<file path="src/spectrum_bin_peak_normalizer_core_defines.svh">
// assertion macros used by the top-level rtl file
`ifndef SPECTRUM_BIN_PEAK_NORMALIZER_CORE_DEFINES_SVH
`define SPECTRUM_BIN_PEAK_NORMALIZER_CORE_DEFINES_SVH

`ifndef SYNTHESIS
// checked with reset masked
`define SBPN_ASSERT(lbl, clk, rst_n, prop, msg) \
  lbl: assert property (@(posedge clk) disable iff (!rst_n) prop) else $error(msg);
// checked at every edge, also in reset
`define SBPN_ASSERT_ALWAYS(lbl, clk, prop, msg) \
  lbl: assert property (@(posedge clk) prop) else $error(msg);
`else
`define SBPN_ASSERT(lbl, clk, rst_n, prop, msg)
`define SBPN_ASSERT_ALWAYS(lbl, clk, prop, msg)
`endif

`endif

</file>
<file path="src/sbpn_div.sv">
// pipelined restoring divider, one quotient bit per stage, num <= den
module sbpn_div (
  input  logic        clk_i,
  input  logic        en_i,
  input  logic [31:0] num_i,
  input  logic [31:0] den_i,
  output logic [16:0] quo_o
);

  localparam int unsigned NSTG = 17;

  logic [31:0] rem_q [NSTG];
  logic [31:0] den_q [NSTG];
  logic [16:0] quo_q [NSTG];
  logic [31:0] rem_d [NSTG];
  logic [16:0] quo_d [NSTG];

  always_comb begin
    logic [32:0] cur;
    logic [31:0] dv;
    logic [16:0] qp;
    logic        ge;
    for (int k = 0; k < NSTG; k++) begin
      if (k == 0) begin
        cur = {1'b0, num_i};
        dv  = den_i;
        qp  = '0;
      end else begin
        cur = {rem_q[k-1], 1'b0};
        dv  = den_q[k-1];
        qp  = quo_q[k-1];
      end
      ge       = (cur >= {1'b0, dv});
      rem_d[k] = ge ? 32'(cur - {1'b0, dv}) : 32'(cur);
      quo_d[k] = {qp[15:0], ge};
    end
  end

  always_ff @(posedge clk_i) begin
    if (en_i) begin
      for (int k = 0; k < NSTG; k++) begin
        rem_q[k] <= rem_d[k];
        quo_q[k] <= quo_d[k];
        den_q[k] <= (k == 0) ? den_i : den_q[k-1];
      end
    end
  end

  assign quo_o = quo_q[NSTG-1];

endmodule

</file>
<file path="config.mk">
export PLATFORM = sky130hd
export DESIGN_NAME = sbpn_div
export DESIGN_NICKNAME = d
export VERILOG_FILES = /design/src/spectrum_bin_peak_normalizer_core_defines.svh /design/src/sbpn_div.sv
export SDC_FILE = /design/constraint.sdc
export NUM_CORES = 2
export LEC_CHECK = 0
export ABC_CLOCK_PERIOD_IN_PS = 10900
export CORE_MARGIN = 2
export CORE_UTILIZATION = 35
export DETAILED_ROUTE_END_ITERATION = 16
export DONT_BUFFER_PORTS = 1
export SYNTH_ARGS = -nofsm -noshare
export SYNTH_HDL_FRONTEND = slang
export SYNTH_SLANG_ARGS = --single-unit
</file>
<file path="constraint.sdc">
create_clock -name clk_i -period 10.9 [get_ports clk_i]
set_clock_uncertainty 0.15 [all_clocks]
set_input_delay 2.18 -clock clk_i [delete_from_list [all_inputs] [get_ports clk_i]]
set_output_delay 2.18 -clock clk_i [all_outputs]
set_load 0.05 [all_outputs]
</file>
# After elaboration in Yosys (flattened, before gate mapping)
# Memories as Yosys holds them, arrays and structs flattened.
# Index checks and enable logic that the tools add are counted.
[word_totals]
regBits = 0
n_memories = 3
ramBits = 1377
inputBits = 66
[op_classes]
n_lt_le_gt_ge = 17
n_addsub = 17
muxes = 19
[memory_table]
columns = ["name", "words", "width", "read_ports", "rd_ports_with_merged_regs", "write_ports", "line_no", "rtl"]
rows = [
  ["den_q", 17, 32, 16, 0, 17, "sbpn_div.sv:13", "logic [31:0] den_q [NSTG];"],
  ["rem_q", 17, 32, 16, 0, 17, "sbpn_div.sv:12", "logic [31:0] rem_q [NSTG];"],
  ["quo_q", 17, 17, 17, 0, 17, "sbpn_div.sv:14", "logic [16:0] quo_q [NSTG];"],
]
[ops]
columns = ["op", "n"]
rows = [
  ["$mux 32", 17],
  ["$sub 32x32->32", 17],
  ["$ge 33x32->1", 16],
  ["$ge 32x32->1", 1],
  ["$mux 1", 2],
]

# Depth between registers and ports, before layout
# An unclocked memory read counts as a cell.
[depth]
ltp_word = 3
ltp_mapped = 15
mapped_depth_nobuf = 13

# Least setup slack after synthesis
# OpenSTA, ideal clock, no wires.
[synth_timing]
path_kind = "input-to-reg"
startpoint = "in num_i[0]"
endpoint = "mem rem_q[0][30] (data pin)"
t_arrival_ns = 4.888
stages = 14
t_required_ns = 10.468
path_buffers = 2
setup_slack_ns = 5.579
path_cell_list = "inv_1 > ha_1 > fa_1 > inv_1 > a21o_1 > a41oi_1 > a211o_1 > a31oi_1 > o21a_1 > o21ai_0 > a31oi_1 > clkbuf_1 > clkbuf_1 > a41oi_1"
[synth_lines]
columns = ["item", "line_no", "rtl"]
rows = [
  ["start, declared", "sbpn_div.sv:5", "input logic [31:0] num_i,"],
  ["end, declared", "sbpn_div.sv:12", ""],
]

==> results.md <==
- Crit path kind: in2reg
- Synth top area cells: edfxtp_1 (51%), ha_1 (9.8%), inv_1 (3.8%)
- CP max-delay cell: a31oi_1
- Pins Over Slew Limit: 0
- H-tree Lvls: 4
- Commonest non-fill, non-tap cell in the layout: edfxtp_1
- Clock-pin slew on the worst setup and hold paths: 60 ps
- RSZ-0062 raised after global routing: no
- Num CTS Buffers: 137
- # setup viols final: 0
- CP Launch Type: input pin
- Mean Syn Cell Area: 11.0 µm²
- Fill cell count: 18700
- IO buf count: 0
- Total setup buffers inserted after CTS: 0
- Max stage delay on crit path: 490 ps
- Critical Path Sink Type: flop
- Worst hold start: quo_q[4][1]
- Vias per cell: 5.07
- Die Area: 0.201 mm²
- Clk sinks: 1177
- First-pass GRT wire length: 236000 µm
- Synthesized cell area: 0.0693 mm²
- Cts hold-fix bufs: 0
- Final TNS setup: 0 ps
- Clock Latency Late Sink: 780 ps
- Post-synth top area share: 51.0%
- Slew margin rel.: 16.6%
- DR WL/cell: 16.1 µm
- Fmax: 195 MHz
- Root Driver: clkbuf_16
- Routed wire length: 147000 µm
- Post-synth EDFFs: 1177
- CP max FO: 39
- Max VDD drop: 118 µV
- Initial Util: 35.2%
- Final-report hold violation count: 0
- GRT Util Overall: 14.3%
- Minimum clock period: 5130 ps
- Ys flop type: edfxtp_1
- Power Dens Cells: 289 mW/mm²
- CP Cell Sequence: inv_1 -> ha_1 -> fa_1 -> inv_1 -> a21o_1 -> a41oi_1 -> a211o_1 -> a31oi_1 -> o21a_1 -> o21ai_0 -> a31oi_4 -> buf_4 -> mux2_2
- GRT Residual Overflow: 0
- Synth Instances: 6324
- Clk buf depth: 3
- Most frequent CP cell: inv_1
- Worst endpoint required time: 11260 ps
- Final Wtd Congestion: 0.902
- Most frequent cells in the layout: edfxtp_1 (1177), inv_1 (694), ha_1 (543)
- Placed cell area: 0.0724 mm²
- Diode count: 0
- Final period util: 47.1%
- Worst hold path class: reg2reg
- Status: finished clean
- Row cnt: 163
- Antenna Violating Nets Remaining: 0
- Die span in x: 449 µm
- Crit path arrival time: 5490 ps
- FF+latch count, synth: 1177
- CTS tree: yes
- Fraction of layout instances using a drive strength above 1: 7.26%
- DR iter-0 viols: 2275
- Max-Cap Viols: 0
- LEAKAGE: 0.0308 µW
- Asr flop ratio synth: 0%
- FF-to-FF Start: rem_q[0][133]
- CP startpoint: num_i[0]
- Synth warnings: 0
- Post-Syn Nets: 6949
- Cells after DPL: 8845
- Core Region: 0.197 mm²
- Vias in the first global route: 47600
- Cts repair resizes: 0
- Cell taking the most area after synthesis: edfxtp_1
- Worst-Margin Slew: 1250 ps
- Fin cells: 9085
- Final Cell Area: 0.0766 mm²
- Maximum number of pins on one net before global-route repair: 265
- Sequential element share of the synthesized area: 51.0%
- IO Pins: 83
- Via count: 46100
- HPWL after detailed placement: 109000 µm
- Layout area overhead: 10.5%
- Nets: 6971
- Netlist cell types: 85
- Die Y: 449 µm
- Initial antenna violation count: 1
- Drt first pass iters: 6
- Residual DRC: 0
## where the power goes
| group | internal (µW) | leakage, µW | switching (µW) |
|---|---|---|---|
| logic | 4540 | 0.0173 | 5860 |
| clock network | 2500 | 0.00203 | 1790 |
| registers | 6810 | 0.0115 | 636 |
| total | 13900 | 0.0308 | 8280 |
## worst paths after layout
check | slack, ps | to | cells past startpoint
min | 260 | quo_q[5][2] | 0
min reg2reg | 260 | quo_q[5][2] | 0
max reg2reg | 5840 | rem_q[0][186] | 12
max | 5770 | rem_q[0][5] | 13
## cells in the mapped netlist, types with 19 or more instances
cell and count:
edfxtp_1 1177, inv_1 694, ha_1 543, a21oi_1 507, o21ai_0 444, nand2_1 441, nor2_1 353, xnor2_1 253
a21o_1 239, mux2_2 200, xor2_1 173, clkbuf_1 120, nand3_1 100, nand4_1 91, nand2b_1 75, o21a_1 75
nor3_1 72, nor2b_1 65, a31oi_1 57, a211oi_1 49, o21bai_1 46, o31ai_1 38, o211ai_1 33, and3_1 32
and2_1 29, or3_1 24, mux2_1 23, o31a_1 23, a31o_2 19
## routing by layer
layer	track usage [%]	up-vias	share of wire (%)	wire, µm
met5	0	-	0	0
met4	9.48	0	7.0	10300
li1	-	23200	-	-
met1	14.0	21500	37	54800
met3	2.33	441	3.3	4800
met2	27.4	890	52	76700
## logic make-up after synthesis
| kind of cell | after synthesis | synth area share, % |
|---|---|---|
| flops | 1177 | 51.0 |
| fa+ha+maj | 559 | 10.3 |
| buf+inv | 845 | 4.67 |
| simple gates | 1368 | 9.32 |
| xor+xnor | 426 | 5.39 |
| mux | 232 | 3.76 |
| compound gates | 1717 | 15.6 |
## worst max-delay path: cells and delay by family
family / cells / cell delay, ps
AOI/OAI and AO/OA: 7 / 1750
adders and majority gates: 2 / 630
buffers and inverters: 3 / 520
muxes: 1 / 390
## registers in the layout (all words and copies together) (netlist names)
| name | flops |
|---|---|
| quo_q | 153 |
| den_q | 512 |
| rem_q | 512 |
## area by class of cell
type | instances | area [µm²] | share of cell area, %
Tap cell | 2640 | 3300 | 4.31
Inverter | 694 | 2610 | 3.40
Sequential cell | 1177 | 35300 | 46.2
Clock buffer | 170 | 3680 | 4.81
Timing Repair Buffer | 34 | 395 | 0.516
Multi-Input combinational cell | 4302 | 30800 | 40.2
Clock inverter | 68 | 472 | 0.616
## per-stage QoR
step                      total power, µW  setup slack, ps  hold WS, ps  utilization [%]
after floorplan                     15400             5580          250                -
after global placement              17600             4660          252             36.7
after detailed placement            17800             4590          255             36.7
after CTS                           22200             5430          259             38.8
after global routing                23800             5600          263             38.9
final                               22100             5770          260             38.9
Power figures use the tool's default switching activity.
