File: src/spectrum_bin_peak_normalizer_core_defines.svh
// assertion macros used by the top-level rtl file
`ifndef SPECTRUM_BIN_PEAK_NORMALIZER_CORE_DEFINES_SVH
`define SPECTRUM_BIN_PEAK_NORMALIZER_CORE_DEFINES_SVH

`ifndef SYNTHESIS
// checked with reset masked
`define SBPN_ASSERT(lbl, clk, rst_n, prop, msg) \
  lbl: assert property (@(posedge clk) disable iff (!rst_n) prop) else $error(msg);
// checked at every edge, also in reset
`define SBPN_ASSERT_ALWAYS(lbl, clk, prop, msg) \
  lbl: assert property (@(posedge clk) prop) else $error(msg);
`else
`define SBPN_ASSERT(lbl, clk, rst_n, prop, msg)
`define SBPN_ASSERT_ALWAYS(lbl, clk, prop, msg)
`endif

`endif

File: src/sbpn_cdiv.sv
// divide by a constant: reciprocal multiply then one correction, two stages
module sbpn_cdiv #(
  parameter int unsigned W = 25,
  parameter int unsigned D = 256
) (
  input  logic         clk_i,
  input  logic         en_i,
  input  logic [W-1:0] x_i,
  output logic [W-1:0] q_o
);

  localparam logic [W:0] RECIP = (W+1)'((64'd1 << W) / D);

  logic [2*W:0] prod;
  logic [W-1:0] x_q;
  logic [W:0]   p_q;
  logic [W:0]   rem;
  logic [W-1:0] q_q;

  // estimate is exact or one low
  assign prod = (2*W+1)'(x_i) * (2*W+1)'(RECIP);
  assign rem  = (W+1)'(x_q) - (W+1)'(p_q * (W+1)'(D));

  always_ff @(posedge clk_i) begin
    if (en_i) begin
      x_q <= x_i;
      p_q <= prod[2*W:W];
      q_q <= W'(p_q) + W'(rem >= (W+1)'(D));
    end
  end

  assign q_o = q_q;

endmodule

File: config.mk
export PLATFORM = sky130hd
export DESIGN_NAME = sbpn_cdiv
export DESIGN_NICKNAME = d
export VERILOG_FILES = /design/src/spectrum_bin_peak_normalizer_core_defines.svh /design/src/sbpn_cdiv.sv
export SDC_FILE = /design/constraint.sdc
export NUM_CORES = 1
export LEC_CHECK = 0
export ABC_CLOCK_PERIOD_IN_PS = 800
export BUFFER_PORTS_ARGS = -buffer_cell sky130_fd_sc_hd__buf_4
export CORE_MARGIN = 2
export CORE_UTILIZATION = 44
export DETAILED_ROUTE_END_ITERATION = 8
export GPL_TIMING_DRIVEN = 0
export PLACE_DENSITY = 0.77
export SLEW_MARGIN = 20
export SYNTH_ARGS = -nofsm -noshare
export SYNTH_HDL_FRONTEND = slang
export SYNTH_SLANG_ARGS = --single-unit
File: constraint.sdc
create_clock -name clk_i -period 0.8 [get_ports clk_i]
set_input_delay 0.12 -clock clk_i [delete_from_list [all_inputs] [get_ports clk_i]]
set_output_delay 0.12 -clock clk_i [all_outputs]
set_load 0.02 [all_outputs]
-- Yosys cells after proc, flatten, opt, wreduce, memory -nomap -nowiden
Index checks and enable logic that the tools add are counted.
- ROM bits: 0
- output and inout bits: 25
- memories: 0
- logic and storage cells: 6
- bits of input ports: 27
- bits in latches: 0
- bits in writable memories: 0
- register bits: 67
- mux-type cells: 0
- order comparisons: 1
- equal/unequal tests: 0
- reductions and logical operators: 0
- add/subtract/negate cells: 2
- div/mod/pow operators: 0
- multiply operators: 0
- shift operators: 0
- bitwise logic cells: 0
- operators with widths (operator ; count):
    26-bit by 9-bit >= comparator with 1-bit output (second input constant) ; 1
    25-bit by 25-bit subtractor with 26-bit output ; 1
    17-bit by 1-bit adder with 18-bit output ; 1

-- Logic depth before layout (Yosys ltp)
- depth in word-level cells: 3
- mapped depth: 1
- depth with buffers taken out: 0

-- Least setup slack after synthesis
No wires, ideal clock.
- kind: reg-to-reg
- start point: register x_q[8]
- end point: register q_q[0], in the netlist q_o[0], data pin
- clock period less this slack: 589 ps
- stages on the path, launching flop included: 1
- library setup time: 266 ps
- path slack: 211 ps
- arrival time: 323 ps
- path through: edfxtp_1
- word-level cells in the longest chain between the ends: 3
- ends and longest elaborated chain (element ; RTL line ; source):
    from (decl) ; sbpn_cdiv.sv:15 ; logic [W-1:0] x_q;
    from (signal assigned) ; sbpn_cdiv.sv:26 ; x_q <= x_i;
    25-bit by 25-bit subtractor with 26-bit output ; sbpn_cdiv.sv:22 ; assign rem = (W+1)'(x_q) - (W+1)'(p_q * (W+1)'(D));
    26-bit by 9-bit >= comparator with 1-bit output ; sbpn_cdiv.sv:28 ; q_q <= W'(p_q) + W'(rem >= (W+1)'(D));
    17-bit by 1-bit adder with 18-bit output ; sbpn_cdiv.sv:28 ;
    to (signal assigned) ; sbpn_cdiv.sv:28 ;
    to (decl) ; sbpn_cdiv.sv:18 ; logic [W-1:0] q_q;
No other way between the ends.
A chain may end at the register's enable or synchronous reset.

-- Final worst setup path
- start point: register q_q[15], in the netlist q_o[15]
- end point: output port q_o[15]
- RTL lines (element ; RTL line ; source):
    to (decl) ; sbpn_cdiv.sv:9 ; output logic [W-1:0] q_o
No word-level cell between the ends.

==> out/summary.log <==
qor: status.status complete, but fails checks
qor: status.violations negative setup slack
qor: finish.antenna-diode-count 0
qor: clock_network.postCtsSetupRepairBufs 0
qor: sta.grt_setup_unrepaired yes
qor: drt.route.detailed.drc 0
qor: critical_path.timing.critical_path.from_type flip-flop
qor: clock_network.clockBufferDepth 2
qor: yosys.synth-seq-cells 34
qor: power_and_ir_drop.netSwitchingPower 0.740 mW
qor: yosys.synth_area_leaders edfxtp_1 94%, buf_4 5.5%, conb_1 0.35%
qor: sta.clock_tree_skew_after_final_layout 0.00924 ns
qor: critical_path.regToRegEndpoint q_o[4]$_DFFE_PP_
qor: finish.nFillCells 141
qor: finish.post-route-cell-area 1690 um^2
qor: drt.routed_vias 575
qor: critical_path.reg2reg_depth 0
qor: critical_path.critical_path.max_fanout 1
qor: die.io-pin-count 52
qor: hold_path.timing.hold.worst_path_depth 1
qor: clock_network.clock-root-buffer clkbuf_4
qor: critical_path.path_delay_family flip-flops
qor: critical_path.timing_worst_setup_path_type flip-flop to primary output
qor: power_and_ir_drop.internal-power 2.68 mW
qor: power_and_ir_drop.peakVddDrop 0.00167 V
qor: finish.area_growth_syn_to_layout 56.1%
qor: power_and_ir_drop.relative_contribution_of_the_clock_network_to_total_power 24.6%
qor: sta.hold_violations 0
qor: yosys.synthesis.area 1080 um^2
qor: sta.post-route-period-util 123%
qor: yosys.postSynthAreaPerCell 25.2 um^2
qor: power_and_ir_drop.pwr-share-comb 12.3%
qor: yosys.yosys.area.top_type_share 94.1%
qor: power_and_ir_drop.sequential_fraction_of_design_power 63.0%
qor: finish.multiInputGateArea 30.0 um^2
qor: clock_network.path_clk_slew 0.10 ns
qor: hold_path.hold_wc_startpoint en_i
qor: critical_path.launching_point_of_the_worst_reg2reg_path x_q[12]$_DFFE_PP_
qor: sta.number_of_max_slew_violations_in_the_final_report 0
qor: drt.routed_wire_length_per_instance 12.0 um
qor: clock_network.cts-buffers-inserted 5
qor: clock_network.tritoncts built
qor: run.cap_violations 0
qor: power_and_ir_drop.switching_share 21.7%
qor: die.design.core.area 2280 um^2
qor: place.routabilityCongestion 0.558
qor: yosys.synth_area_leader_cell edfxtp_1
qor: die.die_w 53.7 um
qor: global_route.total_gr_overflow 0
qor: die.fp-row-count 17
qor: critical_path.path_cells buf_6
qor: drt.first_iter_violations 7
qor: power_and_ir_drop.power 3.42 mW
qor: global_route.grt_pass1_vias 552
qor: yosys.yosysWarnings 0
qor: yosys.syn_inst 43
qor: die.die_area 2880 um^2
qor: critical_path.slowest_cp_cell edfxtp_1
qor: power_and_ir_drop.power.static_leakage 0.692 nW
qor: clock_network.clk-insertion-delay-late 0.32 ns
qor: sta.setup_violations 17
qor: sta.layout_min_cycle_time 0.981 ns
qor: global_route.largest_net_degree_at_the_start_of_global_routing 35
qor: die.floorplan.die.height 53.7 um
qor: clock_network.h-tree-depth 2
qor: clock_network.cts.sink_count 34
qor: drt.avgViaCountPerCell 4.17
qor: sta.worst_slack -0.181 ns
qor: yosys.unique_cell_type_count_in_the_yosys_netlist 3
qor: critical_path.cp_num_buf_inv 1
qor: drt.route.final.wire_length 1660 um
qor: global_route.grt_antenna_before_repair 0
qor: power_and_ir_drop.power.density 2020 nW/um^2
qor: finish.fin_cells 138
qor: hold_path.min-delay-path-class input pin to flip-flop
qor: yosys.synth_seq_area_share 94.1%
qor: critical_path.cp_slowest_stage_delay 0.40 ns
qor: sta.max_freq 1.02 GHz
qor: place.dpl_cell_area 1410 um^2
qor: drt.route.antenna.remaining_nets 0
qor: sta.timing.setup.tns -2.87 ns
qor: critical_path.timing.reg2reg.setup_slack 0.15 ns
qor: place.placedCellCount 113
qor: global_route.grt_pass1_wl 2420 um
qor: hold_path.timing.hold.worst_endpoint x_q[12]$_DFFE_PP_
qor: die.effective_utilization_at_floorplan 47.7%
qor: critical_path.worst-endpoint-arrival 0.86 ns
qor: place.pre_cts_ws -0.0419 ns
qor: place.port_buffers 35
qor: global_route.globalRouteTotalUtil 13.5%
qor: finish.seqCellArea 1020 um^2
qor: finish.final_layout_size_suffix_gt1_share 44.5%
qor: finish.fin_nets 136
qor: critical_path.critPathRequiredTime 0.68 ns
qor: drt.detailedRoute.firstPassIterationCount 2
qor: sta.final.hold.worst_slack 0.255 ns
qor: finish.utilization 74.4%
qor: critical_path.endpoint_kind primary output
==> repair_timing <==
item | in CTS | in global routing
hold buffers | 17 | 0
setup endpoints to repair | 17 | 17
endpoints found under the hold margin | 17 | 0
gates cloned | 0 | 0
resized for setup | 14 | 3
==> sequential cells by signal, indices dropped and copies added (netlist names) <==
register,flops
x_q,17
q_o,17
==> placed cells by master, fill, tap and decap left out <==
| master | count |
|---|---|
| buf_4 | 26 |
| dlygate4sd3_1 | 17 |
| clkbuf_1 | 1 |
| clkbuf_4 | 5 |
| buf_6 | 17 |
| conb_1 | 8 |
| clkinv_2 | 1 |
| edfxtp_1 | 34 |
| clkinv_1 | 1 |
==> logic make-up after synthesis <==
group | share of synthesized area (%)
buffers and inverters | 5.54
other | 0.346
flip-flops | 94.1
==> worst max path at each step <==
stage | from | endpoint | slack, ns | depth (start not counted)
after floorplan | x_q[8]$_DFFE_PP_ | q_o[0]$_DFFE_PP_ | 0.21 | 0
after global placement | en_i | x_q[16]$_DFFE_PP_ | -0.02 | 1
after detailed placement | en_i | q_o[8]$_DFFE_PP_ | -0.04 | 1
after CTS | q_o[12]$_DFFE_PP_ | q_o[12] | -0.20 | 1
after global routing | q_o[12]$_DFFE_PP_ | q_o[12] | -0.25 | 1
final | q_o[15]$_DFFE_PP_ | q_o[15] | -0.18 | 1
==> final cells by class <==
class,instances,share of cell area (%)
tap,28,2.07
timing repair buffer,52,29.3
clock buffer,6,2.44
multi-input combinational,8,1.77
sequential,34,60.3
buffer,8,3.55
clock inverter,2,0.517
==> power by group through the flow <==
stage | registers, mW | clock network, mW | logic [mW]
2_1_floorplan | 2.25 | 0 | 0.0625
3_3_place_gp | 2.18 | 0 | 0.314
3_5_place_dp | 2.18 | 0 | 0.320
4_1_cts | 2.15 | 0.859 | 0.416
5_1_grt | 2.16 | 0.963 | 0.449
6_report | 2.15 | 0.842 | 0.421
==> synthesized netlist by cell type (all sizes together) <==
cell type / number
buf: 8
conb: 1
edfxtp: 34
==> metal layers <==
metal	track usage (%)	part of all wire (%)	vias up
met5	0	0	-
met4	7.69	1.6	0
met3	7.78	6.1	5
met2	21.8	57	29
met1	13.5	35	263
li1	-	-	278
Power figures use the tool's default switching activity.
